--- src/rtl/wfp_fifo.sv ---
// Small first-in first-out queue of register slots with an occupancy count.
// Depends on nothing; used for the job queue and the result queue.
module wfp_fifo #(
   parameter int DEPTH = 4,
   parameter int WIDTH = 8
) (
   input  logic                           clock,
   input  logic                           reset,
   input  logic                           push,
   input  logic [WIDTH-1:0]               wdata,
   output logic                           full,
   input  logic                           pop,
   output logic [WIDTH-1:0]               rdata,
   output logic                           empty,
   output logic [$clog2(DEPTH+1)-1:0]     count
);

   localparam int PTR_W = $clog2(DEPTH);
   localparam int CNT_W = $clog2(DEPTH + 1);

   logic [WIDTH-1:0] slot_ff [DEPTH];
   logic [PTR_W-1:0] wr_ptr_ff, wr_ptr_in;
   logic [PTR_W-1:0] rd_ptr_ff, rd_ptr_in;
   logic [CNT_W-1:0] count_ff, count_in;
   logic             do_push;
   logic             do_pop;

   assign full    = (count_ff == CNT_W'(DEPTH));
   assign empty   = (count_ff == '0);
   assign count   = count_ff;
   assign rdata   = slot_ff[rd_ptr_ff];
   assign do_push = push && !full;
   assign do_pop  = pop && !empty;

   // Pointer and count update.
   always_comb begin
      wr_ptr_in = wr_ptr_ff;
      rd_ptr_in = rd_ptr_ff;
      count_in  = count_ff;
      if (do_push) begin
         wr_ptr_in = (wr_ptr_ff == PTR_W'(DEPTH - 1)) ? '0 : wr_ptr_ff + 1'b1;
      end
      if (do_pop) begin
         rd_ptr_in = (rd_ptr_ff == PTR_W'(DEPTH - 1)) ? '0 : rd_ptr_ff + 1'b1;
      end
      if (do_push && !do_pop) begin
         count_in = count_ff + 1'b1;
      end else if (do_pop && !do_push) begin
         count_in = count_ff - 1'b1;
      end
   end

   always_ff @(posedge clock) begin
      if (reset) begin
         wr_ptr_ff <= '0;
         rd_ptr_ff <= '0;
         count_ff  <= '0;
      end else begin
         wr_ptr_ff <= wr_ptr_in;
         rd_ptr_ff <= rd_ptr_in;
         count_ff  <= count_in;
      end
   end

   // Slot storage needs no reset.
   always_ff @(posedge clock) begin
      if (do_push) begin
         slot_ff[wr_ptr_ff] <= wdata;
      end
   end

endmodule

--- config.mk ---
export PLATFORM = sky130hd
export DESIGN_NAME = wfp_fifo
export DESIGN_NICKNAME = d
export VERILOG_FILES = /design/src/rtl/wfp_fifo.sv
export SDC_FILE = /design/constraint.sdc
export NUM_CORES = 1
export LEC_CHECK = 0
export ABC_AREA = 1
export BUFFER_PORTS_ARGS = -buffer_cell sky130_fd_sc_hd__buf_4
export CAP_MARGIN = 10
export CORE_MARGIN = 2
export CORE_UTILIZATION = 30
export DETAILED_ROUTE_END_ITERATION = 6
export HOLD_SLACK_MARGIN = 0.02
export SLEW_MARGIN = 20
export SYNTH_ARGS = -nofsm -noshare
export SYNTH_HDL_FRONTEND = slang
export SYNTH_SLANG_ARGS = --single-unit
--- constraint.sdc ---
create_clock -name clock -period 2.7 [get_ports clock]
set_input_delay 0.54 -clock clock [delete_from_list [all_inputs] [get_ports clock]]
set_output_delay 0.54 -clock clock [all_outputs]
set_load 0.01 [all_outputs]
==> results.py <==
metrics = {
    "yosys": {
        "yosys.area_share.simple_pct": 12.1,
        "synth.avg_cell_area_um2": 11.5,
        "ys_seq_elements": 41,
        "synthesis.instances": 147,
        "synth_edf_count": 32,
        "yosysTopAreaCell": "edfxtp_1",
        "synth_area_um2": 1700,
        "synthFlopType": "edfxtp_1",
        "yosys-top-cells-area": "edfxtp_1, dfxtp_1, nor2_1",
        "synth-xor-area-share_pct": 0.516,
        "synth_top_family_by_area": "simple AND/OR/NAND/NOR gates",
        "yosys-mux-area-fraction_pct": 0,
        "yosysWarnings": 0,
        "yosys.cell_count.top_type": "nor2_1",
        "yosysTopAreaCellShare_pct": 56.6,
        "yosysSeqAreaShare_pct": 67.3,
        "synthArstFlopShare_pct": 0,
        "synth_compound_area_share_pct": 9.22,
        "synthTopCellsByCount": "nor2_1, edfxtp_1, inv_1",
        "syn-num-nets": 166,
        "synthAdderAreaFrac_pct": 5.60,
        "synth_cell_types": 19,
    },
    "detailed_routing": {
        "via_per_inst": 4.25,
        "wl_per_cell_um": 11.6,
        "drc": 0,
        "drt-initial-drc-count": 71,
        "antenna_left": 0,
        "drtPass1Iterations": 4,
        "routed_wl_um": 2930,
        "vias": 1070,
    },
    "worst_setup_path": {
        "path_max_fanout": 10,
        "startpoint_type": "register",
        "required_ns": 2.16,
        "path_buf_inv": 2,
        "critPathMaxStageDelay_ns": 0.55,
        "cp_common_cell": "buf_4",
        "r2r_slack_ns": 0.82,
        "critical-path-slowest-cell": "dfxtp_1",
        "cp.arrival_ns": 1.56,
        "criticalPathCategory": "reg2out",
        "crit_chain": "buf_4 -> o21ai_0 -> o22ai_1 -> buf_4",
        "cp-end-kind": "primary output",
        "critPathTopFamily": "flip-flops",
    },
    "clocking": {
        "cts_buffers": 5,
        "post_cts_buffers": 0,
        "cts_resized": 0,
        "cts_root_buf": "clkbuf_8",
        "insertion_delay_ns": 0.29,
        "cts.clk_slew.worst_paths_ns": 0.07,
        "clock_path_buffers": 2,
        "holdBufCountCts": 0,
        "cts_tree": "done",
        "clock-sinks": 41,
        "cts_max_level": 2,
    },
    "global_route": {
        "first_global_vias": 1006,
        "grt_max_degree": 17,
        "grt_pass1_wl_um": 4740,
        "grt_usage_pct": 10.1,
        "grt_overflow": 0,
        "antenna_found_initial": 0,
    },
    "floorplanning": {
        "start_util_pct": 31.0,
        "die_h_um": 79.2,
        "core_region_area_um2": 5470,
        "io_pins": 25,
        "die_w_um": 79.2,
        "rows": 27,
        "dieArea_um2": 6270,
    },
    "run": {
        "cap_violations": 0,
    },
    "final_layout": {
        "nets": 198,
        "antennaDiodeCount": 0,
        "areaGrowthSynthToFinish_pct": 20.9,
        "fill_cells": 540,
        "drive_above_1_share_pct": 21.1,
    },
    "power_and_ir_drop": {
        "power_density_nw_per_um2": 921,
        "power.leakage_nw": 0.820,
        "ir_drop_mv": 0.524,
    },
    "timing": {
        "clock_skew_ns": 0.0114,
        "fmax_ghz": 0.476,
        "period_needed_ns": 2.10,
        "period_share_pct": 77.8,
        "hold_slack_ns": 0.412,
        "rsz0062_at_grt": "false",
        "worst_pin_slew_ns": 0.752,
        "setup_slack_ns": 0.599,
        "setup_viol": 0,
        "fin_setup_tns_ns": 0,
        "hold_viol": 0,
        "slew_headroom_pct": 49.7,
        "slew_violations": 0,
    },
    "placed_design": {
        "port_buffers": 24,
        "dp_slack_ns": 0.822,
        "dp_hpwl_um": 1970,
        "gp_congestion": 0.727,
    },
    "outcome": {
        "status": "completed",
    },
    "worst_hold_path": {
        "hold_path_class": "in2reg",
    },
}
-- state kept, by name (all words and copies together), names as in the netlist, named ones only --
| register | flops |
|---|---|
| count | 3 |
| rd_ptr_ff | 2 |
| slot_ff | 32 |
| wr_ptr_ff | 2 |
-- report_power, final --
part,internal [W],total [W],switching [W]
clock network,0.000179,0.000373,0.000194
registers,0.000783,0.000862,0.0000792
logic,0.000288,0.000655,0.000366
total,0.00125,0.00189,0.000639
-- cell type report --
cell class                      count  area [µm²]  share of cell area (%)
Multi-Input combinational cell     86         465                    22.7
Tap cell                           72        90.1                    4.39
Clock inverter                      2        11.3                   0.549
Inverter                           18        67.6                    3.29
Clock buffer                        6        72.6                    3.54
Sequential cell                    41        1140                    55.6
Timing Repair Buffer               27         203                    9.88
-- per-stage QoR --
stage / util [%] / total power, W / instance area (µm²) / instances
after floorplan: - / 0.00127 / 1700 / 147
after global placement: 35.9 / 0.00152 / 1970 / 244
after detailed placement: 35.9 / 0.00153 / 1970 / 244
after CTS: 37.5 / 0.00191 / 2050 / 252
after global routing: 37.5 / 0.00202 / 2050 / 252
final: 37.5 / 0.00189 / 2050 / 252
-- routing by layer --
| metal | vias to the layer above | wire length [µm] | GRT usage (%) |
|---|---|---|---|
| met5 | - | 0 | 0 |
| met4 | 0 | 38 | 4.14 |
| met3 | 7 | 199 | 3.07 |
| met2 | 32 | 1250 | 14.8 |
| met1 | 469 | 1440 | 13.8 |
| li1 | 562 | - | - |
-- worst reg2reg max path: cells and delay by family (launching register included) --
| family | cells | cell delay (ns) |
|---|---|---|
| simple gates | 7 | 0.57 |
| fa+ha+maj | 2 | 0.54 |
| flops | 1 | 0.43 |
| buf+inv | 4 | 0.25 |
-- cells by family after synthesis --
| kind of cell | Yosys count |
|---|---|
| xor+xnor | 1 |
| flops | 41 |
| fa+ha+maj | 7 |
| compound gates | 27 |
| simple gates | 51 |
| buf+inv | 20 |
-- final timing paths --
kind / start / end / cells after the start
max: register / rdata[2] / 4
min: reset / count[0] / 2
max reg2reg: count[1] / count[2] / 13
min reg2reg: rd_ptr_ff[1] / rd_ptr_ff[1] / 2
-- cell usage in the layout (no fill, tap or decap), drive strengths merged, types with 6 or more instances in the layout --
cell type / count
dfxtp: 9
nand2: 14
ha: 6
clkbuf: 6
nor2: 33
buf: 27
o22ai: 8
o21ai: 17
inv: 18
edfxtp: 32
No activity file was read; power rests on OpenSTA's default activity.
