$ cat config.mk
export PLATFORM = sky130hd
export DESIGN_NAME = wfp_front
export DESIGN_NICKNAME = d
export VERILOG_FILES = /design/src/rtl/wfp_pkg.sv /design/src/rtl/wfp_front.sv
export SDC_FILE = /design/constraint.sdc
export NUM_CORES = 1
export LEC_CHECK = 0
export BUFFER_PORTS_ARGS = -buffer_cell sky130_fd_sc_hd__buf_4
export CORE_MARGIN = 5
export CORE_UTILIZATION = 61
export DETAILED_ROUTE_END_ITERATION = 7
export HOLD_SLACK_MARGIN = 0.15
export PLACE_DENSITY_LB_ADDON = 0.2
export SYNTH_ARGS = -nofsm -noshare
export SYNTH_HDL_FRONTEND = slang
export SYNTH_SLANG_ARGS = --single-unit
$ cat constraint.sdc
create_clock -name clock -period 12.19 [get_ports clock]
set_clock_uncertainty 0.15 [all_clocks]
set_input_delay 1.219 -clock clock [delete_from_list [all_inputs] [get_ports clock]]
set_output_delay 1.219 -clock clock [all_outputs]
set_load 0.02 [all_outputs]
$ cat src/rtl/wfp_pkg.sv
// Shared types, constants and the fixed-point sine used by the FFT peak finder.
// Depends on nothing; every other file of the block but wfp_fifo refers to it by scoped names.
package wfp_pkg;

   // Fixed widths of the external fields and of the working store.
   localparam int SAMPLE_W   = 16;
   localparam int STORE_W    = 18;
   localparam int MAG_W      = 16;
   localparam int BIN_OUT_W  = 7;
   localparam int QBIN_W     = 8;
   localparam int ADDR_MAX_W = 12;
   localparam int SQRT_STEPS = 18;

   // Queue between the front and the back, and the result queue.
   localparam int MID_DEPTH = 4;
   localparam int MID_CNT_W = $clog2(MID_DEPTH + 1);
   localparam int OUT_DEPTH = 2;

   // Configuration registers.
   localparam int CSR_INDEX_W = 4;
   localparam int CSR_DATA_W  = 8;
   localparam logic [CSR_INDEX_W-1:0] CSR_AUTO_LOW  = 4'd0;
   localparam logic [CSR_INDEX_W-1:0] CSR_AUTO_HIGH = 4'd1;
   localparam logic [6:0] AUTO_LOW_RESET  = 7'd5;
   localparam logic [7:0] AUTO_HIGH_RESET = 8'd51;

   // Item kinds and result sources.
   localparam logic KIND_QUERY   = 1'b1;
   localparam logic SRC_WINDOW   = 1'b0;
   localparam logic SRC_QUERY    = 1'b1;

   // Sine polynomial coefficients, phase in turns scaled by 2^32.
   localparam logic [63:0] QUARTER_TURN = 64'h0000_0000_4000_0000;
   localparam logic [63:0] SIN_C1 = 64'd1686629713;
   localparam logic [63:0] SIN_C3 = 64'd693598668;
   localparam logic [63:0] SIN_C5 = 64'd85569306;
   localparam logic [63:0] SIN_C7 = 64'd5026995;
   localparam logic [63:0] SIN_C9 = 64'd172272;

   typedef struct packed {
      logic                       kind;
      logic signed [SAMPLE_W-1:0] sample;
      logic [QBIN_W-1:0]          query_low_bin;
      logic [QBIN_W-1:0]          query_high_bin;
   } req_type;

   typedef struct packed {
      logic                 source;
      logic [BIN_OUT_W-1:0] peak_bin;
      logic [MAG_W-1:0]     peak_magnitude;
   } rsp_type;

   typedef enum logic {
      JOB_SAMPLE = 1'b0,
      JOB_QUERY  = 1'b1
   } job_kind_type;

   // One classified job passed from the front to the back.
   typedef struct packed {
      job_kind_type              kind;
      logic                      last;
      logic [ADDR_MAX_W-1:0]     addr;
      logic signed [STORE_W-1:0] value;
      logic [QBIN_W-1:0]         qlo;
      logic [QBIN_W-1:0]         qhi;
   } job_type;

   // Q15 sine of a 32-bit phase; only evaluated when tables are built.
   function automatic logic signed [15:0] sin_q15(input logic [31:0] ph);
      logic [63:0] z;
      logic [63:0] z2;
      logic [63:0] t;
      logic [63:0] s;
      logic [63:0] q;
      z = {34'd0, ph[29:0]};
      if (ph[30]) begin
         z = QUARTER_TURN - z;
      end
      z2 = (z * z) >> 30;
      t  = SIN_C7 - ((z2 * SIN_C9) >> 30);
      t  = SIN_C5 - ((z2 * t) >> 30);
      t  = SIN_C3 - ((z2 * t) >> 30);
      t  = SIN_C1 - ((z2 * t) >> 30);
      s  = (z * t) >> 30;
      q  = (s + 64'd16384) >> 15;
      if (q > 64'd32767) begin
         q = 64'd32767;
      end
      return ph[31] ? -$signed(q[15:0]) : $signed(q[15:0]);
   endfunction

endpackage

$ cat src/rtl/wfp_front.sv
// Front end: accepts items, applies the Hann window and bit-reverses the address.
// Depends on wfp_pkg for the item types and the sine used to build the window table.
module wfp_front #(
   parameter int WINDOW_POINTS = 256
) (
   input  logic                           clock,
   input  logic                           reset,
   input  logic                           req_push,
   output logic                           req_full,
   input  wfp_pkg::req_type               req_data,
   input  logic [wfp_pkg::MID_CNT_W-1:0]  mid_count,
   output logic                           mid_push,
   output wfp_pkg::job_type               mid_item
);

   localparam int LG      = $clog2(WINDOW_POINTS);
   localparam int WIN_DIV = WINDOW_POINTS - 1;
   localparam int SUM_W   = wfp_pkg::MID_CNT_W + 1;

   // Window coefficient (32768 - cos) / 2 for every sample position.
   function automatic logic [WINDOW_POINTS-1:0][15:0] build_window();
      logic [WINDOW_POINTS-1:0][15:0] tab;
      logic [31:0]                    ph;
      logic signed [15:0]             c;
      logic signed [17:0]             d;
      for (int i = 0; i < WINDOW_POINTS; i++) begin
         ph     = 32'((64'(i) << 32) / 64'(WIN_DIV));
         c      = wfp_pkg::sin_q15(ph + 32'(wfp_pkg::QUARTER_TURN));
         d      = 18'sd32768 - 18'(c);
         tab[i] = d[16:1];
      end
      return tab;
   endfunction

   localparam logic [WINDOW_POINTS-1:0][15:0] WIN = build_window();

   function automatic logic [LG-1:0] bit_rev(input logic [LG-1:0] v);
      logic [LG-1:0] r;
      for (int k = 0; k < LG; k++) begin
         r[k] = v[LG-1-k];
      end
      return r;
   endfunction

   logic                                     accept;
   logic [LG-1:0]                            count_ff, count_in;
   logic                                     s1_vld_ff;
   wfp_pkg::req_type                         s1_item_ff;
   logic [LG-1:0]                            s1_idx_ff;
   logic                                     s2_vld_ff;
   logic                                     s2_kind_ff;
   logic signed [wfp_pkg::SAMPLE_W-1:0]      s2_x_ff;
   logic [15:0]                              s2_w_ff;
   logic [LG-1:0]                            s2_addr_ff;
   logic                                     s2_last_ff;
   logic [wfp_pkg::QBIN_W-1:0]               s2_qlo_ff;
   logic [wfp_pkg::QBIN_W-1:0]               s2_qhi_ff;
   logic signed [32:0]                       prod;
   logic signed [33:0]                       rounded;

   // Room is reserved for every item already in the two stages.
   assign req_full = (SUM_W'(mid_count) + SUM_W'(s1_vld_ff) + SUM_W'(s2_vld_ff))
                     >= SUM_W'(wfp_pkg::MID_DEPTH);
   assign accept   = req_push && !req_full;

   always_comb begin
      count_in = count_ff;
      if (accept && (req_data.kind != wfp_pkg::KIND_QUERY)) begin
         count_in = count_ff + 1'b1;
      end
   end

   always_ff @(posedge clock) begin
      if (reset) begin
         count_ff  <= '0;
         s1_vld_ff <= 1'b0;
         s2_vld_ff <= 1'b0;
      end else begin
         count_ff  <= count_in;
         s1_vld_ff <= accept;
         s2_vld_ff <= s1_vld_ff;
      end
   end

   // Stage one holds the item and its window position; stage two the coefficient.
   always_ff @(posedge clock) begin
      if (accept) begin
         s1_item_ff <= req_data;
         s1_idx_ff  <= count_ff;
      end
      s2_kind_ff <= s1_item_ff.kind;
      s2_x_ff    <= s1_item_ff.sample;
      s2_w_ff    <= WIN[s1_idx_ff];
      s2_addr_ff <= bit_rev(s1_idx_ff);
      s2_last_ff <= (s1_item_ff.kind != wfp_pkg::KIND_QUERY) &&
                    (s1_idx_ff == LG'(WINDOW_POINTS - 1));
      s2_qlo_ff  <= s1_item_ff.query_low_bin;
      s2_qhi_ff  <= s1_item_ff.query_high_bin;
   end

   // Windowed sample, rounded to the store format.
   assign prod    = s2_x_ff * $signed({1'b0, s2_w_ff});
   assign rounded = 34'(prod) + 34'sd8192;

   always_comb begin
      mid_item.kind  = (s2_kind_ff == wfp_pkg::KIND_QUERY) ? wfp_pkg::JOB_QUERY
                                                           : wfp_pkg::JOB_SAMPLE;
      mid_item.last  = s2_last_ff;
      mid_item.addr  = wfp_pkg::ADDR_MAX_W'(s2_addr_ff);
      mid_item.value = wfp_pkg::STORE_W'(rounded >>> 14);
      mid_item.qlo   = s2_qlo_ff;
      mid_item.qhi   = s2_qhi_ff;
   end

   assign mid_push = s2_vld_ff;

endmodule

==> impl_summary.txt, run 1 <==
----------------------------------------------------
[Synth]
  Average footprint of a synthesized cell ... 8.51 µm²
  Number of distinct library cells after synthesis ... 94
  Cell accounting for the most synthesized area ... sky130_fd_sc_hd__fa_1
  Syn. warnings ... 0
  Share of Yosys cell area claimed by the top area cell type ... 0.229
  Share of synthesized registers carrying an async set or reset ... 0
  Cell Area, Synth ... roughly 0.016 mm²
  Top cells by area in the synthesized netlist ... sky130_fd_sc_hd__fa_1 (23%), sky130_fd_sc_hd__ha_1 (11%), sky130_fd_sc_hd__dfxtp_1 (8.5%)
  Flip-flop cell with the highest count after synthesis ... sky130_fd_sc_hd__dfxtp_1
  Post-synthesis sequential element count ... 108
  Post-synthesis sequential area ratio ... 0.164
  Commonest cells in the netlist ... sky130_fd_sc_hd__inv_1 (218), sky130_fd_sc_hd__nand2_1 (205), sky130_fd_sc_hd__fa_1 (180)
  Number of instances in the synthesized netlist ... 1847
  Number of synthesized flops with an enable pin ... between 40 and 50
  Most common cell in the synthesized netlist ... sky130_fd_sc_hd__inv_1

[Status]
  Outcome ... completed

[Layout]
  Fraction of final layout cells sized beyond drive strength 1 ... 0.0814
  Fin nets ... roughly 2200
  Total of fill cells in the finished design ... 2126
  Share of the core filled with cells ... 0.657
  Area delta synth->final ... 5.55%
  Diode count ... 0

[Clock tree]
  Hold-fix buffer count after cts ... 0
  Clock Pin Slew Worst Setup and Hold Paths ... ~0.080 ns
  CTS tree ... yes
  Source-to-sink clock delay at the later pin of the worst-skew pair ... 0.35 ns
  TritonCTS sink count ... 108
  H-tree depth reported by CTS ... 3
  Clock root buffer master ... sky130_fd_sc_hd__clkbuf_16
  Post-CTS resize count ... 0
  Max clock buf depth ... 2
  Number of buffers inserted to repair setup after CTS ... 0
  Number of clock buffers inserted by TritonCTS ... 9

[Min path]
  Depth of the worst hold-timing path ... 0
  Worst min-delay path endpoint ... s2_x_ff[0]$_DFF_P_
  Path type of the worst min-delay path ... flip-flop to flip-flop
  HP Start ... s1_item_ff[16]$_DFFE_PP_

[Critical path]
  Critical Setup Path Class ... flip-flop to output pin
  Number of cells on the worst reg-to-reg path ... 11
  CP Max Fanout ... 16
  Worst flop-to-flop path endpoint ... s2_w_ff[3]$_DFF_P_
  Capturing element type of the critical path ... output pin
  WP data required ... approximately 11 ns
  Startpoint of the worst-slack reg-to-reg timing path ... s1_idx_ff[0]$_DFFE_PP_
  Startpoint type of the worst setup path ... flip-flop
  R2R Setup Slk ... 7.73 ns
  Critical path data arrival time ... 6.55 ns

[Global route]
  Maximum number of pins on one net before global-route repair ... 157
  First-pass GRT wire length ... 76900 µm
  Sum of overflow across all layers after global routing ... 0
  Number of global-route vias before repair ... 13900
  Overall fraction of global-route tracks in use ... 0.335
  Number of antenna violations at the first check in global routing ... 1

[Timing]
  RSZ-0062 raised after global routing ... no
  Transition time of the tightest slew-check pin ... 1.26 ns
  Number of failing hold endpoints at the final stage ... 0
  Relative slew slack ... 0.157
  Crit path time final ... 7.92 ns
  Tcrit/Tclk final ... 0.649
  Final-report max-slew violation count ... 0
  Fmax ... 0.126 GHz
  Final setup violation count ... 0
  Sum Neg Setup Slack ... 0 ns
  Smallest hold slack ... about 0.2 ns

[Flow run]
  Maximum Capacitance Violations ... 0

[Floorplanning]
  Core area ... 0.0253 mm²
  Die area ... a little under 0.03 mm²
  Die X ... 171 µm
  Vert. Die Dim ... between 150 and 200 µm
  Starting utilization of the core area ... 0.622
  Cell row count ... 58
  Number of top-level design ports ... between 80 and 90

[Drt]
  Vias after detailed routing ... 14100
  Number of iterations in the first detailed-routing pass ... 6
  Post-detailed-route wirelength per cell ... roughly 23 µm
  DRT Wirelength ... 49000 µm
  Violation count after the first detailed-routing iteration ... 1691
  Antenna viol nets, final ... 0
  Per-cell via count in the routed design ... 6.53
  Drt drc ... 0

[Placed design]
  Port-buffer cells ... 84
  Final estimated routing congestion in global placement ... 1.03
  DPL Wire Length ... 35400 µm

----------------------------------------------------
==> cells in the final DEF (no fill, tap or decap), types with 33 or more instances in the layout <==
cell type / Yosys / final
sky130_fd_sc_hd__a21oi_1: 102 / 102
sky130_fd_sc_hd__and2_1: 129 / 129
sky130_fd_sc_hd__buf_4: 15 / 100
sky130_fd_sc_hd__dfxtp_1: 67 / 67
sky130_fd_sc_hd__edfxtp_1: 41 / 41
sky130_fd_sc_hd__fa_1: 180 / 180
sky130_fd_sc_hd__ha_1: 135 / 135
sky130_fd_sc_hd__inv_1: 218 / 218
sky130_fd_sc_hd__nand2_1: 205 / 205
sky130_fd_sc_hd__nand2b_1: 33 / 33
sky130_fd_sc_hd__nor2_1: 79 / 78
sky130_fd_sc_hd__o211ai_1: 33 / 33
sky130_fd_sc_hd__o21ai_0: 84 / 84
==> worst max-delay path by stage <==
stage,end,depth (start not counted),from,slack (ns)
floorplan,mid_item[27],18,s2_x_ff[1]$_DFF_P_,5.07
global route,mid_item[32],18,s2_w_ff[9]$_DFF_P_,3.83
CTS,mid_item[32],18,s2_w_ff[9]$_DFF_P_,4.26
finish,mid_item[29],18,s2_w_ff[9]$_DFF_P_,4.27
global placement,mid_item[32],18,s2_w_ff[6]$_DFF_P_,4.84
detailed placement,mid_item[32],18,s2_w_ff[9]$_DFF_P_,4.65
==> routing by layer <==
metal  GRT usage  wire length [µm]  up-vias
li1            -                 -     6254
met1       0.450             19400     6758
met2       0.535             22500      895
met3      0.0497              4380      205
met4       0.160              2740        0
met5           0                 0        -
==> sequential cells by signal, summed over array words and instances, names as in the netlist <==
name / cells
count_ff: 8
s2_addr_ff: 8
s2_qhi_ff: 8
s1_item_ff: 33
mid_push: 1
s1_idx_ff: 8
s1_vld_ff: 1
s2_last_ff: 1
s2_qlo_ff: 8
s2_x_ff: 16
s2_kind_ff: 1
s2_w_ff: 15
==> cells by family after synthesis <==
kind of cell               synth area share
other                              0.000239
xor gates and xnor gates             0.0155
and+or+nand+nor                       0.188
DFF                                   0.164
adders and majority gates             0.337
AOI/OAI and AO/OA                     0.189
buffers and inverters                0.0944
muxes                                0.0124
==> critical path, cell delays in order, from the launching register on <==
cell	delay (ns)
sky130_fd_sc_hd__dfxtp_1	0.75
sky130_fd_sc_hd__nand2_1	0.20
sky130_fd_sc_hd__fa_1	0.55
sky130_fd_sc_hd__fa_1	0.48
sky130_fd_sc_hd__fa_1	0.52
sky130_fd_sc_hd__fa_1	0.54
sky130_fd_sc_hd__inv_1	0.05
sky130_fd_sc_hd__fa_1	0.47
sky130_fd_sc_hd__inv_1	0.05
sky130_fd_sc_hd__fa_1	0.47
sky130_fd_sc_hd__inv_1	0.04
sky130_fd_sc_hd__ha_1	0.32
sky130_fd_sc_hd__nand2_1	0.09
sky130_fd_sc_hd__o21a_1	0.21
sky130_fd_sc_hd__a21boi_1	0.17
sky130_fd_sc_hd__o41ai_4	0.66
sky130_fd_sc_hd__a2111oi_1	0.20
sky130_fd_sc_hd__nor3_1	0.24
sky130_fd_sc_hd__buf_4	0.17
==> stage by stage <==
stage | cells | worst slack, ns | cell area (µm²)
after global routing | 2161 | 3.83 | 16600
final | 2161 | 4.27 | 16600
after global placement | 2145 | 4.84 | 16300
after detailed placement | 2145 | 4.65 | 16300
after CTS | 2161 | 4.26 | 16600
after floorplan | 1850 | 5.07 | 15700
==> area by class of cell <==
type	count	area, µm²	share of cell area
sequential	108	2570	0.155
timing repair buffer	102	791	0.0477
tap	330	413	0.0249
multi-input combinational	1383	11700	0.704
inverter	222	833	0.0502
clock inverter	7	75.1	0.00453
clock buffer	9	225	0.0136
Power of run 1 is left out: the tool's default activity adds up to more than one toggle a clock period on the data nets, which glitch-free logic cannot reach.
==> inputs of run 2 (changes only) <==
--- a/config.mk
+++ b/config.mk
@@ -5,9 +5,10 @@
 export SDC_FILE = /design/constraint.sdc
 export NUM_CORES = 1
 export LEC_CHECK = 0
+export ABC_AREA = 1
 export BUFFER_PORTS_ARGS = -buffer_cell sky130_fd_sc_hd__buf_4
 export CORE_MARGIN = 5
-export CORE_UTILIZATION = 61
+export CORE_UTILIZATION = 58
 export DETAILED_ROUTE_END_ITERATION = 7
 export HOLD_SLACK_MARGIN = 0.15
 export PLACE_DENSITY_LB_ADDON = 0.2
==> constraint.sdc (replaced) <==
create_clock -name clock -period 7.1 [get_ports clock]
set_clock_uncertainty 0.15 [all_clocks]
set_input_delay 0.71 -clock clock [delete_from_list [all_inputs] [get_ports clock]]
set_output_delay 0.71 -clock clock [all_outputs]
set_load 0.02 [all_outputs]
==> run 2 against run 1 <==
Compared with the run above: cell area shrank 0.54%; worst hold slack is essentially flat; die area grew 2.6%; setup slack lost 4.0 ns; final cell count grew 18%; via count grew 8.8%; core utilization shrank 2.4 points; register-to-register slack lost 4.1 ns; synthesized area shrank 2.3%; global-route usage grew 3.4 points; routed wire length grew 15%; largest cell class unchanged; highest routed layer unchanged.
==> impl_summary.txt, run 2 <==
----------------------------------------------------
[Drt]
  Antenna viol nets, final ... 0 (unchanged)
  Number of iterations in the first detailed-routing pass ... 6 (unchanged)
  Post-detailed-route wirelength per cell ... 22.0 µm (-2.8%)
  Drt drc ... 0 (unchanged)
  Per-cell via count in the routed design ... 6.03 (-7.7%)
  Vias after detailed routing ... 15300 (+8.8%)
  Violation count after the first detailed-routing iteration ... 1917 (+13%)
  DRT Wirelength ... 56100 µm (+15%)

[Synth]
  Most common cell in the synthesized netlist ... sky130_fd_sc_hd__nand2_1
  Top cells by area in the synthesized netlist ... sky130_fd_sc_hd__fa_1 (23%), sky130_fd_sc_hd__nand2_1 (16%), sky130_fd_sc_hd__ha_1 (11%)
  Average footprint of a synthesized cell ... 7.05 µm² (-17%)
  Cell accounting for the most synthesized area ... sky130_fd_sc_hd__fa_1
  Share of synthesized registers carrying an async set or reset ... 0 (unchanged)
  Share of Yosys cell area claimed by the top area cell type ... 0.235 (+0.00529)
  Syn. warnings ... 0 (unchanged)
  Number of instances in the synthesized netlist ... 2179 (+18%)
  Number of distinct library cells after synthesis ... 40 (-57%)
  Post-synthesis sequential element count ... 108 (unchanged)
  Commonest cells in the netlist ... sky130_fd_sc_hd__nand2_1 (648), sky130_fd_sc_hd__inv_1 (418), sky130_fd_sc_hd__fa_1 (180)
  Flip-flop cell with the highest count after synthesis ... sky130_fd_sc_hd__dfxtp_1
  Post-synthesis sequential area ratio ... 0.167 (+0.00377)
  Cell Area, Synth ... 0.0154 mm² (-2.3%)
  Number of synthesized flops with an enable pin ... 41 (unchanged)

[Placed design]
  Port-buffer cells ... 84 (unchanged)
  DPL Wire Length ... 43100 µm (+22%)
  Number of placed instances, taps included ... 2529 (+18%)
  Final estimated routing congestion in global placement ... 1.07 (+4.2%)

[Global route]
  First-pass GRT wire length ... 87600 µm (+14%)
  Overall fraction of global-route tracks in use ... 0.368 (+0.0337)
  Number of antenna violations at the first check in global routing ... 0 (-1)
  Number of global-route vias before repair ... 15700 (+13%)
  Sum of overflow across all layers after global routing ... 0 (unchanged)
  Maximum number of pins on one net before global-route repair ... 80 (-49%)

[Layout]
  Area delta synth->final ... 7.40%
  Flip-flop count of the largest register after layout ... 33 (unchanged)
  Fin nets ... 2560 (+17%)
  Leading registers by flop count ... s1_item_ff (33), s2_x_ff (16), s2_w_ff (15)
  Fraction of final layout cells sized beyond drive strength 1 ... 0.0773 (-0.00404)
  Total of fill cells in the finished design ... 2286 (+7.5%)
  Fin cells ... 2546 (+18%)
  Share of the core filled with cells ... 0.633 (-0.0237)
  Register with the most flip-flops ... s1_item_ff
  Most frequent cells in the layout ... sky130_fd_sc_hd__nand2_1 (648), sky130_fd_sc_hd__inv_1 (417), sky130_fd_sc_hd__fa_1 (180)
  Diode count ... 0 (unchanged)
  Most common library cell in the layout ignoring fill and taps ... sky130_fd_sc_hd__nand2_1

[Timing]
  Fmax ... roughly 0.15 GHz
  Number of failing hold endpoints at the final stage ... 0 (unchanged)
  Final setup violation count ... 0 (unchanged)
  Crit path time final ... 6.87 ns
  Final-report max-slew violation count ... 0 (unchanged)
  Sum Neg Setup Slack ... 0 ns (unchanged)
  Tcrit/Tclk final ... 0.967
  Relative slew slack ... 0.334 (+0.177)
  Transition time of the tightest slew-check pin ... 0.999 ns (-0.263 ns)
  RSZ-0062 raised after global routing ... no

[Power]
  Sequential group share of total power ... 0.084
  Combinational fraction of design power ... 0.858
  Leakage power ... 9.18 nW
  Power, Total ... 8.75 mW
  Clock share of power ... 0.058
  Largest voltage drop on the vdd net ... between 2000 and 2500 µV
  Switching power of the nets ... 5.14 mW
  Pint ... roughly 3.6 mW
  Share of total power consumed by net switching ... 0.588
  PD cells ... 530 mW/mm²

[Critical path]
  Capturing element type of the critical path ... output pin
  Number of cells on the worst reg-to-reg path ... 11 (unchanged)
  CP Max Fanout ... 10 (-6)
  Startpoint of the worst-slack reg-to-reg timing path ... s1_idx_ff[0]$_DFFE_PP_
  R2R Setup Slk ... 3.62 ns (-4.11 ns)
  Worst flop-to-flop path endpoint ... s2_w_ff[8]$_DFF_P_
  WP data required ... 6.24 ns (-4.58 ns)
  Startpoint type of the worst setup path ... flip-flop
  Critical Setup Path Class ... flip-flop to output pin
  Critical path data arrival time ... 6.01 ns (-0.54 ns)

[Clock tree]
  Max clock buf depth ... 2 (unchanged)
  TritonCTS sink count ... 108 (unchanged)
  Source-to-sink clock delay at the later pin of the worst-skew pair ... 0.36 ns (about the same)
  Number of clock buffers inserted by TritonCTS ... 9 (unchanged)
  H-tree depth reported by CTS ... 3 (unchanged)
  Clock Pin Slew Worst Setup and Hold Paths ... 0.08 ns (about the same)
  CTS tree ... yes
  Clock root buffer master ... sky130_fd_sc_hd__clkbuf_16
  Hold-fix buffer count after cts ... 0 (unchanged)

[Status]
  Outcome ... completed

[Flow run]
  Maximum Capacitance Violations ... 0 (unchanged)

[Min path]
  Path type of the worst min-delay path ... flip-flop to flip-flop
  HP Start ... s1_item_ff[23]$_DFFE_PP_
  Depth of the worst hold-timing path ... 0 (unchanged)
  Worst min-delay path endpoint ... s2_x_ff[7]$_DFF_P_

[Floorplanning]
  Core area ... 0.0261 mm² (+3.2%)
  Die X ... 173 µm (+1.3%)
  Number of top-level design ports ... 89 (unchanged)
  Starting utilization of the core area ... 0.589 (-0.0328)
  Cell row count ... 59 (+1.7%)
  Die area ... 0.0298 mm² (+2.6%)
  Vert. Die Dim ... 173 µm (+1.3%)

----------------------------------------------------
==> run 2: layout make-up <==
class | instances | area, µm² | share of cell area
clock buffers | 9 | 225 | 0.0137
clock inverters | 7 | 83.8 | 0.00508
inverters | 425 | 1600 | 0.0969
multi-input cells | 1551 | 10700 | 0.651
flip-flops and latches | 108 | 2590 | 0.157
well taps | 335 | 419 | 0.0254
repair buffers | 111 | 846 | 0.0513
==> run 2: routing by layer <==
layer,vias up,global-route usage,routed length (µm)
li1,6769,-,-
met1,7237,0.442,19600
met2,1064,0.605,26900
met3,277,0.0692,5330
met4,0,0.243,4330
met5,-,0,0
==> run 2: power by group through the flow <==
stage | combinational, mW | clock, mW | sequential [mW]
floorplan | 4.81 | 0 | 0.706
finish | 7.50 | 0.507 | 0.734
detailed placement | 7.48 | 0 | 0.744
global placement | 7.41 | 0 | 0.741
CTS | 7.52 | 0.518 | 0.730
global route | 8.29 | 0.543 | 0.737
==> run 2: logic make-up after synthesis <==
logic type / after synthesis / share of synthesized area
buffers and inverters: 523 / 0.135
other: 1 / 0.000244
xor gates and xnor gates: 9 / 0.00513
and+or+nand+nor: 982 / 0.262
AOI/OAI and AO/OA: 241 / 0.0859
adders and majority gates: 315 / 0.345
DFF: 108 / 0.167
==> run 2: worst max path at each step <==
stage | startpoint | to | slack [ns] | cells after the start
finish | s2_w_ff[11]$_DFF_P_ | mid_item[30] | 0.23 | 21
global placement | s2_w_ff[7]$_DFF_P_ | mid_item[30] | 0.55 | 22
CTS | s2_w_ff[7]$_DFF_P_ | mid_item[30] | 0.02 | 22
detailed placement | s2_w_ff[7]$_DFF_P_ | mid_item[30] | 0.44 | 22
floorplan | s2_w_ff[7]$_DFF_P_ | mid_item[19] | 0.94 | 20
global route | s2_w_ff[11]$_DFF_P_ | mid_item[30] | 0.01 | 21
==> run 2: timing repair <==
item                       in CTS  in global routing
setup endpoints to repair       0                 18
gates resized for setup         0                 16
buffers inserted                0                  1
==> run 2: critical path, cell delays in order (launching register included) <==
cell and delay, ns:
sky130_fd_sc_hd__dfxtp_1 0.50, sky130_fd_sc_hd__buf_4 0.26, sky130_fd_sc_hd__nand2_1 0.10, sky130_fd_sc_hd__fa_1 0.52
sky130_fd_sc_hd__fa_1 0.51, sky130_fd_sc_hd__fa_1 0.52, sky130_fd_sc_hd__inv_1 0.06, sky130_fd_sc_hd__fa_1 0.49
sky130_fd_sc_hd__fa_1 0.49, sky130_fd_sc_hd__inv_1 0.05, sky130_fd_sc_hd__fa_1 0.49, sky130_fd_sc_hd__inv_1 0.05
sky130_fd_sc_hd__ha_1 0.33, sky130_fd_sc_hd__a21oi_1 0.25, sky130_fd_sc_hd__o21ai_0 0.17, sky130_fd_sc_hd__a21oi_1 0.28
sky130_fd_sc_hd__nor2_1 0.07, sky130_fd_sc_hd__nor2_1 0.14, sky130_fd_sc_hd__nand2_1 0.06, sky130_fd_sc_hd__nand2_1 0.06
sky130_fd_sc_hd__nand2_1 0.08, sky130_fd_sc_hd__buf_4 0.16
==> run 2: through the flow <==
step                setup slack, ns  hold WS (ns)  instance area [µm²]
global route                 0.0113         0.200                16500
CTS                          0.0218         0.191                16500
finish                        0.233         0.194                16500
floorplan                     0.939         0.173                15400
detailed placement            0.436         0.177                16200
global placement              0.548         0.173                16200
Note: power is estimated with default switching activity, not from simulation.
